--- src/rtl/fcr_pkg.sv ---
package fcr_pkg;

    localparam logic [7:0] HDR_BYTE0 = 8'h5A;
    localparam logic [7:0] HDR_BYTE1 = 8'hA5;
    localparam logic [7:0] CMD_TYPE  = 8'h82;

    localparam logic [7:0] ORD_MAIN_POWER = 8'h01;
    localparam logic [7:0] ORD_APP_START  = 8'h02;
    localparam logic [7:0] ORD_HANDSET    = 8'h33;
    localparam logic [7:0] ORD_FREQUENCY  = 8'h04;
    localparam logic [7:0] ORD_PRESSURE   = 8'h05;
    localparam logic [7:0] ORD_COUNT      = 8'h06;

    localparam logic [7:0] ARG_ONE  = 8'h01;
    localparam logic [7:0] ARG_ZERO = 8'h00;

    localparam logic [1:0] ERR_NONE  = 2'd0;
    localparam logic [1:0] ERR_CMD   = 2'd1;
    localparam logic [1:0] ERR_ORDER = 2'd2;

    localparam int          HEAD_KEEP  = 5;
    localparam logic [7:0]  HEAD_LIMIT = 8'd5;
    localparam logic [7:0]  PRESS_RST  = 8'd10;

    typedef enum logic [1:0] {
        PH_SYNC0,
        PH_SYNC1,
        PH_LEN,
        PH_BODY
    } t_phase;

    // frame event seen by the order decoder for the byte in flight
    typedef struct packed {
        logic       done;
        logic       decode;
        logic [7:0] cmd;
        logic [7:0] code;
        logic [7:0] hi;
        logic [7:0] lo;
    } t_frame_evt;

    typedef struct packed {
        logic        frame_done;
        logic [1:0]  error_code;
        logic        main_power;
        logic        app_start;
        logic        power_on;
        logic        stop_request;
        logic        clear_display;
        logic        menu_init;
        logic        refresh_request;
        logic [7:0]  pressure;
        logic [7:0]  frequency;
        logic [15:0] shock_count;
    } t_status;

endpackage

--- src/rtl/fcr_parser.sv ---
module fcr_parser #(
    parameter int MAX_FRAME_LEN = 128
) (
    input  logic                i_clk,
    input  logic                i_rst_n,
    input  logic                i_fire,
    input  logic [7:0]          i_byte,
    output fcr_pkg::t_frame_evt o_evt
);

    localparam logic [7:0] MaxLen = 8'(MAX_FRAME_LEN);

    fcr_pkg::t_phase r_phase, n_phase;
    logic [7:0]      r_len, n_len;
    logic [7:0]      r_cnt, n_cnt;
    logic [7:0]      r_head [fcr_pkg::HEAD_KEEP];
    logic [7:0]      w_head [fcr_pkg::HEAD_KEEP];
    logic [7:0]      w_cnt_inc;
    logic            w_done;

    // payload head with the current byte merged in
    always_comb begin
        for (int i = 0; i < fcr_pkg::HEAD_KEEP; i++) begin
            if (r_phase == fcr_pkg::PH_BODY && r_cnt < fcr_pkg::HEAD_LIMIT
                    && r_cnt[2:0] == 3'(i)) begin
                w_head[i] = i_byte;
            end else begin
                w_head[i] = r_head[i];
            end
        end
        w_cnt_inc = (r_cnt == 8'hFF) ? r_cnt : r_cnt + 8'd1;
        w_done    = (r_phase == fcr_pkg::PH_BODY) && (w_cnt_inc >= r_len);
    end

    always_comb begin
        n_phase = r_phase;
        n_len   = r_len;
        n_cnt   = r_cnt;
        case (r_phase)
            fcr_pkg::PH_SYNC0: begin
                n_phase = (i_byte == fcr_pkg::HDR_BYTE0) ? fcr_pkg::PH_SYNC1
                                                         : fcr_pkg::PH_SYNC0;
            end
            fcr_pkg::PH_SYNC1: begin
                n_phase = (i_byte == fcr_pkg::HDR_BYTE1) ? fcr_pkg::PH_LEN
                                                         : fcr_pkg::PH_SYNC0;
            end
            fcr_pkg::PH_LEN: begin
                n_len   = (i_byte > MaxLen) ? MaxLen : i_byte;
                n_cnt   = 8'd0;
                n_phase = (i_byte == 8'd0) ? fcr_pkg::PH_SYNC0 : fcr_pkg::PH_BODY;
            end
            fcr_pkg::PH_BODY: begin
                if (w_done) begin
                    n_cnt   = 8'd0;
                    n_phase = fcr_pkg::PH_SYNC0;
                end else begin
                    n_cnt = w_cnt_inc;
                end
            end
            default: begin
                n_phase = fcr_pkg::PH_SYNC0;
            end
        endcase
    end

    always_comb begin
        o_evt.done   = w_done;
        o_evt.decode = w_done && (r_len >= 8'd2);
        o_evt.cmd    = w_head[0];
        o_evt.code   = w_head[1];
        o_evt.hi     = w_head[3];
        o_evt.lo     = w_head[4];
    end

    always_ff @(posedge i_clk) begin
        if (!i_rst_n) begin
            r_phase <= fcr_pkg::PH_SYNC0;
            r_len   <= 8'd0;
            r_cnt   <= 8'd0;
            for (int i = 0; i < fcr_pkg::HEAD_KEEP; i++) begin
                r_head[i] <= 8'd0;
            end
        end else if (i_fire) begin
            r_phase <= n_phase;
            r_len   <= n_len;
            r_cnt   <= n_cnt;
            for (int i = 0; i < fcr_pkg::HEAD_KEEP; i++) begin
                r_head[i] <= w_head[i];
            end
        end
    end

endmodule

--- src/rtl/fcr_decoder.sv ---
module fcr_decoder (
    input  logic                i_clk,
    input  logic                i_rst_n,
    input  logic                i_fire,
    input  fcr_pkg::t_frame_evt i_evt,
    input  logic [7:0]          i_idle_pressure,
    output fcr_pkg::t_status    o_status
);

    logic        r_main, n_main;
    logic        r_app, n_app;
    logic        r_pwr, n_pwr;
    logic [7:0]  r_press, n_press;
    logic [7:0]  r_freq, n_freq;
    logic [15:0] r_count, n_count;
    logic        w_stop, w_clear, w_menu, w_refresh;
    logic [1:0]  w_err;

    always_comb begin
        n_main    = r_main;
        n_app     = r_app;
        n_pwr     = r_pwr;
        n_press   = r_press;
        n_freq    = r_freq;
        n_count   = r_count;
        w_stop    = 1'b0;
        w_clear   = 1'b0;
        w_menu    = 1'b0;
        w_refresh = 1'b0;
        w_err     = fcr_pkg::ERR_NONE;
        if (i_evt.decode) begin
            if (i_evt.cmd != fcr_pkg::CMD_TYPE) begin
                w_err = fcr_pkg::ERR_CMD;
            end else begin
                case (i_evt.code)
                    fcr_pkg::ORD_MAIN_POWER: begin
                        if (i_evt.lo == fcr_pkg::ARG_ONE) begin
                            n_main = 1'b1;
                        end else begin
                            n_main  = 1'b0;
                            n_press = i_idle_pressure;
                            n_freq  = 8'd0;
                            n_count = 16'd0;
                            n_pwr   = 1'b0;
                            w_stop  = 1'b1;
                            w_clear = 1'b1;
                        end
                    end
                    fcr_pkg::ORD_APP_START: begin
                        if (i_evt.lo == fcr_pkg::ARG_ONE) begin
                            n_app = 1'b1;
                        end else begin
                            n_app     = 1'b0;
                            w_refresh = 1'b1;
                            w_stop    = 1'b1;
                        end
                    end
                    fcr_pkg::ORD_HANDSET: begin
                        if (i_evt.lo == fcr_pkg::ARG_ZERO) begin
                            n_pwr   = 1'b0;
                            w_stop  = 1'b1;
                            w_clear = 1'b1;
                        end else begin
                            n_pwr     = 1'b1;
                            w_refresh = 1'b1;
                            w_menu    = 1'b1;
                        end
                    end
                    fcr_pkg::ORD_FREQUENCY: begin
                        w_refresh = 1'b1;
                        n_freq    = i_evt.lo;
                    end
                    fcr_pkg::ORD_PRESSURE: begin
                        w_refresh = 1'b1;
                        n_press   = i_evt.lo;
                    end
                    fcr_pkg::ORD_COUNT: begin
                        w_refresh = 1'b1;
                        n_count   = {i_evt.hi, i_evt.lo};
                    end
                    default: begin
                        w_err = fcr_pkg::ERR_ORDER;
                    end
                endcase
            end
        end
    end

    always_comb begin
        o_status.frame_done      = i_evt.done;
        o_status.error_code      = w_err;
        o_status.main_power      = n_main;
        o_status.app_start       = n_app;
        o_status.power_on        = n_pwr;
        o_status.stop_request    = w_stop;
        o_status.clear_display   = w_clear;
        o_status.menu_init       = w_menu;
        o_status.refresh_request = w_refresh;
        o_status.pressure        = n_press;
        o_status.frequency       = n_freq;
        o_status.shock_count     = n_count;
    end

    always_ff @(posedge i_clk) begin
        if (!i_rst_n) begin
            r_main  <= 1'b0;
            r_app   <= 1'b0;
            r_pwr   <= 1'b0;
            r_press <= fcr_pkg::PRESS_RST;
            r_freq  <= 8'd0;
            r_count <= 16'd0;
        end else if (i_fire) begin
            r_main  <= n_main;
            r_app   <= n_app;
            r_pwr   <= n_pwr;
            r_press <= n_press;
            r_freq  <= n_freq;
            r_count <= n_count;
        end
    end

endmodule

--- src/rtl/framed_command_receiver.sv ---
// Channel  Direction  Handshake              Payload
// in       slave      i_in_valid/o_in_stall   i_rx_byte
// out      master     o_out_valid/i_out_stall o_frame_done .. o_shock_count
// cfg      slave      i_cfg_we                i_cfg_wdata (idle pressure)
//
// One byte per cycle sustained while i_out_stall is low; a byte is held in the
// input register, then its result in the result register, where it is presented.
// Every accepted byte yields exactly one result transaction.
// Reset is synchronous on i_rst_n; state and levels return to their defaults.
// o_in_stall rises only while the input register holds a byte that cannot
// move because the result register is full and stalled.
module framed_command_receiver #(
    parameter int MAX_FRAME_LEN = 128
) (
    input  logic        i_clk,
    input  logic        i_rst_n,
    input  logic        i_in_valid,
    output logic        o_in_stall,
    input  logic [7:0]  i_rx_byte,
    input  logic        i_cfg_we,
    input  logic [7:0]  i_cfg_wdata,
    output logic        o_out_valid,
    input  logic        i_out_stall,
    output logic        o_frame_done,
    output logic [1:0]  o_error_code,
    output logic        o_main_power,
    output logic        o_app_start,
    output logic        o_power_on,
    output logic        o_stop_request,
    output logic        o_clear_display,
    output logic        o_menu_init,
    output logic        o_refresh_request,
    output logic [7:0]  o_pressure,
    output logic [7:0]  o_frequency,
    output logic [15:0] o_shock_count
);

    logic                r_in_valid;
    logic [7:0]          r_in_byte;
    logic                r_out_valid;
    fcr_pkg::t_status    r_out;
    logic [7:0]          r_idle_press;
    logic                w_out_free;
    logic                w_fire;
    logic                w_in_take;
    fcr_pkg::t_frame_evt w_evt;
    fcr_pkg::t_status    w_status;

    assign w_out_free = !r_out_valid || !i_out_stall;
    assign w_fire     = r_in_valid && w_out_free;
    assign w_in_take  = i_in_valid && !o_in_stall;
    assign o_in_stall = r_in_valid && !w_out_free;

    fcr_parser #(
        .MAX_FRAME_LEN(MAX_FRAME_LEN)
    ) u_parser (
        .i_clk   (i_clk),
        .i_rst_n (i_rst_n),
        .i_fire  (w_fire),
        .i_byte  (r_in_byte),
        .o_evt   (w_evt)
    );

    fcr_decoder u_decoder (
        .i_clk           (i_clk),
        .i_rst_n         (i_rst_n),
        .i_fire          (w_fire),
        .i_evt           (w_evt),
        .i_idle_pressure (r_idle_press),
        .o_status        (w_status)
    );

    always_ff @(posedge i_clk) begin
        if (!i_rst_n) begin
            r_in_valid   <= 1'b0;
            r_out_valid  <= 1'b0;
            r_idle_press <= fcr_pkg::PRESS_RST;
        end else begin
            if (w_in_take) begin
                r_in_valid <= 1'b1;
            end else if (w_fire) begin
                r_in_valid <= 1'b0;
            end
            if (w_fire) begin
                r_out_valid <= 1'b1;
            end else if (!i_out_stall) begin
                r_out_valid <= 1'b0;
            end
            if (i_cfg_we) begin
                r_idle_press <= i_cfg_wdata;
            end
        end
    end

    always_ff @(posedge i_clk) begin
        if (w_in_take) begin
            r_in_byte <= i_rx_byte;
        end
        if (w_fire) begin
            r_out <= w_status;
        end
    end

    assign o_out_valid       = r_out_valid;
    assign o_frame_done      = r_out.frame_done;
    assign o_error_code      = r_out.error_code;
    assign o_main_power      = r_out.main_power;
    assign o_app_start       = r_out.app_start;
    assign o_power_on        = r_out.power_on;
    assign o_stop_request    = r_out.stop_request;
    assign o_clear_display   = r_out.clear_display;
    assign o_menu_init       = r_out.menu_init;
    assign o_refresh_request = r_out.refresh_request;
    assign o_pressure        = r_out.pressure;
    assign o_frequency       = r_out.frequency;
    assign o_shock_count     = r_out.shock_count;

    a_err_needs_frame : assert property (@(posedge i_clk) disable iff (!i_rst_n)
        r_out_valid && !r_out.frame_done |-> r_out.error_code == fcr_pkg::ERR_NONE)
        else $error("error code without a completed frame");

    a_pulse_needs_order : assert property (@(posedge i_clk) disable iff (!i_rst_n)
        r_out_valid && (r_out.stop_request || r_out.clear_display || r_out.menu_init
            || r_out.refresh_request)
        |-> r_out.frame_done && r_out.error_code == fcr_pkg::ERR_NONE)
        else $error("pulse raised outside a decoded frame");

    a_held_byte_kept : assert property (@(posedge i_clk) disable iff (!i_rst_n)
        r_in_valid && !w_out_free |=> r_in_valid && $stable(r_in_byte))
        else $error("blocked byte lost from the input register");

    a_fire_fills_out : assert property (@(posedge i_clk) disable iff (!i_rst_n)
        w_fire |=> r_out_valid)
        else $error("processed byte produced no result");

endmodule

--- config.mk ---
export PLATFORM = sky130hd
export DESIGN_NAME = framed_command_receiver
export DESIGN_NICKNAME = d
export VERILOG_FILES = /design/src/rtl/fcr_pkg.sv /design/src/rtl/fcr_parser.sv /design/src/rtl/fcr_decoder.sv /design/src/rtl/framed_command_receiver.sv
export SDC_FILE = /design/constraint.sdc
export NUM_CORES = 1
export LEC_CHECK = 0
export BUFFER_PORTS_ARGS = -buffer_cell sky130_fd_sc_hd__buf_2
export CORE_MARGIN = 4
export CORE_UTILIZATION = 50
export DETAILED_ROUTE_END_ITERATION = 8
export PLACE_DENSITY = 0.78
export SETUP_SLACK_MARGIN = 0.1
export SYNTH_ARGS = -nofsm -noshare
export SYNTH_HDL_FRONTEND = slang
export SYNTH_SLANG_ARGS = --single-unit
--- constraint.sdc ---
create_clock -name i_clk -period 6.1 [get_ports i_clk]
set_input_delay 0.305 -clock i_clk [delete_from_list [all_inputs] [get_ports i_clk]]
set_output_delay 0.305 -clock i_clk [all_outputs]
set_load 0.05 [all_outputs]
==> run_results.csv <==
group,metric,value,unit
grt,met3_usage,0.0520,
grt,globalRouteMet2Util,0.327,
die,rows,42,
clocking,cts_max_level,4,
detailed_routing,routed-via-count,5254,
clocking,cts_buffers,17,
detailed_routing,wire_per_inst,18.1,um
synthesis,synth_top_cell_by_area,"edfxtp_1",
synthesis,netlist.area_leader.share,0.360,
setup_path,crit_type,"reg2reg",
setup_path,worst_setup_path_end_kind,"flip-flop",
setup_path,required,6.46,ns
sta,finalCriticalPeriod,3.84,ns
grt,grt_pass1_wl,26200,um
placement,routabilityCongestion,0.892,
sta,slew_headroom,0.121,
die,die_area,15600,um2
grt,grt-ovfl-total,0,
die,fp.dieH,125,um
setup_path,cpMostUsedCell,"ha_1",
setup_path,worstPathArrival,4.20,ns
sta,hold_viol_final,0,
synthesis,yosysMostFrequentCell,"edfxtp_1",
synthesis,synthDistinctLibCells,55,
power_and_ir_drop,total_power,2.15,mW
clocking,clk_latency,0.43,ns
clocking,post_cts_buffers,0,
final_layout,final_nets,717,
synthesis,synthCells,636,
detailed_routing,drc,0,
synthesis,syn-cell-area,6840,um2
placement,hpwl,10700,um
power_and_ir_drop,p_leak,2.92,nW
synthesis,seq_area_frac_synth,0.544,
setup_path,start_kind,"flip-flop",
power_and_ir_drop,ir_drop,0.000197,V
die,fp.coreArea,13300,um2
detailed_routing,drt-total-wl,15800,um
final_layout,area_growth,13.4,%
grt,grt_usage,0.208,
synthesis,synth_area_leaders,"edfxtp_1, dfxtp_1, o2bb2ai_1",
final_layout,stdcell_area,7750,um2
detailed_routing,vias_per_cell,6.03,
sta,rsz0062_at_grt,"no",
final_layout,fill_cells,1102,
synthesis,yosys_warnings,0,
setup_path,critical_path_buf_inv_count,0,
sta,finalSetupTns,0,ns
power_and_ir_drop,powerDensity,277,nW/um2
setup_path,crit_path_start,"u_parser.r_cnt[0]$_SDFFE_PN0P_",
setup_path,max_stage_delay,1.00,ns
grt,top_usage_layer,"met2",
synthesis,avgSynthCellArea,10.8,um2
setup_path,cp-endpoint,"u_decoder.r_count[2]$_SDFFE_PN0P_",
setup_path,cpMaxStageDelayCell,"or4_1",
grt,use_met1,0.277,
setup_path,worstPathMaxFanout,32,
grt,grt_pass1_vias,5144,
final_layout,regArea,3720,um2
placement,portBuffers,64,
sta,drv_slew,0,
final_layout,num_antenna_cells,0,
clocking,cts_resized,0,
status,outcome,"complete, no violations",
final_layout,multi_input_area,2870,um2
synthesis,yosys_most_used_dff,"edfxtp_1",
clocking,clock_sink_count,145,
die,io_pins,65,
detailed_routing,first_pass_iters,6,
setup_path,reg2reg_to,"u_decoder.r_count[2]$_SDFFE_PN0P_",
placement,placed_area,7220,um2
clocking,hold_buffers,0,
sta,finalSetupViolations,0,
run,drv_cap,0,
synthesis,synth-seq-cells,145,
setup_path,reg2reg_from,"u_parser.r_cnt[0]$_SDFFE_PN0P_",
min_path,hp-class,"in2reg",
sta,fin_crit_sh,0.629,
grt,antenna_found_initial,0,
detailed_routing,ant_nets,0,
setup_path,worstSetupPathDepth,11,
synthesis,synth_nets,670,
sta,tightestPinTransition,1.30,ns
synthesis,synthTopCellsByCount,"edfxtp_1, dfxtp_1, nand2_1",
clocking,cts_tree,"done",
setup_path,r2r.worst_path.cells,11,
setup_path,rrSetupSlack,2.26,ns
clocking,cts_root_buffer,"clkbuf_16",
synthesis,async_flop_share,0,
min_path,min_from,"i_rx_byte[1]",
clocking,cts.path.max_buffers,2,
sta,fmax,0.261,GHz
synthesis,synth_edf_count,82,
setup_path,crit_family,"simple AND/OR/NAND/NOR gates",
grt,grt_max_degree,51,
clocking,clk_pin_slew,0.06,ns
setup_path,crit_chain,"ha_1 -> nand3_1 -> or2_2 -> nand4_1 -> xnor2_1 -> ha_1 -> o2111ai_1 -> o221a_2 -> or4_1 -> a211oi_1 -> a21o_1",
sta,finClkSkew,0.00915,ns
final_layout,drive_gt1_frac,0.164,
die,fp.dieW,125,um
detailed_routing,drt_iter0_drc,521,
die,start_util,0.514,
## through the flow
| step | util | hold slack [ns] | setup WS [ns] | cells |
|---|---|---|---|---|
| after global placement | 0.543 | 0.445 | 2.53 | 840 |
| after detailed placement | 0.543 | 0.447 | 2.36 | 840 |
| after global routing | 0.583 | 0.0381 | 2.05 | 872 |
| after floorplan | - | 0.404 | 2.60 | 636 |
| final | 0.583 | 0.0504 | 2.26 | 872 |
| after CTS | 0.583 | 0.0359 | 2.35 | 872 |
## registers in the layout, indices dropped and copies added (netlist names), 2 cells and up
signal	cells
u_parser.r_head	32
o_shock_count	16
u_decoder.r_count	16
o_frequency	8
o_pressure	8
r_idle_press	8
r_in_byte	8
u_decoder.r_freq	8
u_decoder.r_press	8
u_parser.r_cnt	8
u_parser.r_len	8
o_error_code	2
u_parser.r_phase	2
## power by group
part	switching (mW)	internal, mW	leakage (nW)	total [mW]
clock	0.378	0.552	0.256	0.930
sequential	0.0275	1.06	1.34	1.09
combinational	0.0970	0.0328	1.32	0.130
## worst register-to-register path, cell delays in order (launching register included)
cell and delay, ns:
dfxtp_1 0.39, ha_1 0.26, nand3_1 0.11, or2_2 0.35, nand4_1 0.12, xnor2_1 0.09, ha_1 0.32, o2111ai_1 0.14
o221a_2 0.38, or4_1 1.00, a211oi_1 0.50, a21o_1 0.12
## cell type report
cell class | instances | share of cell area
Multi-Input combinational cell | 434 | 0.370
Sequential cell | 145 | 0.480
Timing Repair Buffer | 68 | 0.0452
Tap cell | 176 | 0.0284
Clock buffer | 20 | 0.0563
Clock inverter | 12 | 0.0121
Inverter | 17 | 0.00823
## how the worst min path moves through the flow
stage	end	slack (ns)	depth (start not counted)
2_1_floorplan	r_in_byte[0]$_DFFE_PP_	0.40	0
5_1_grt	r_in_byte[0]$_DFFE_PP_	0.04	1
3_5_place_dp	u_decoder.r_press[2]$_SDFFE_PN0P_	0.45	1
3_3_place_gp	u_decoder.r_freq[5]$_SDFFE_PN0P_	0.44	1
6_report	r_in_byte[1]$_DFFE_PP_	0.05	1
4_1_cts	r_in_byte[1]$_DFFE_PP_	0.04	1
## kinds of logic (layout without fill, tap and decap cells)
group,Yosys count,count (layout),share of synthesized area
simple gates,216,216,0.162
compound gates,158,158,0.164
flops,145,145,0.544
buf+inv,57,117,0.0366
mux,43,43,0.0648
fa+ha+maj,13,13,0.0238
xor+xnor,4,4,0.00512
## placed cells by master, fill, tap and decap left out, types with 4 or more instances in the layout
cell type	synthesis	final
clkinv_1	1	4
clkbuf_16	0	17
dfxtp_1	63	63
and3_1	4	4
buf_4	0	4
xnor2_1	4	4
mux2_2	6	6
inv_1	14	14
nand2_1	63	63
or3_1	4	4
mux2i_1	36	36
o21ai_0	9	9
nand3_1	9	9
o221ai_1	4	4
nand4_1	16	16
nor2_1	61	61
buf_2	5	64
o2bb2ai_1	46	46
ha_1	13	13
nand4b_1	5	5
a21o_1	17	17
nor3_1	11	11
clkinv_2	0	4
nor4_1	6	6
nand2b_1	4	4
a21oi_1	45	45
a211oi_1	19	19
edfxtp_1	82	82
nor3b_1	8	8
## layer usage
layer	share of wire	wire length, um
met2	0.47	7450
met3	0.075	1180
met1	0.43	6770
met4	0.023	364
met5	0	0
No activity file was read; power rests on OpenSTA's default activity.
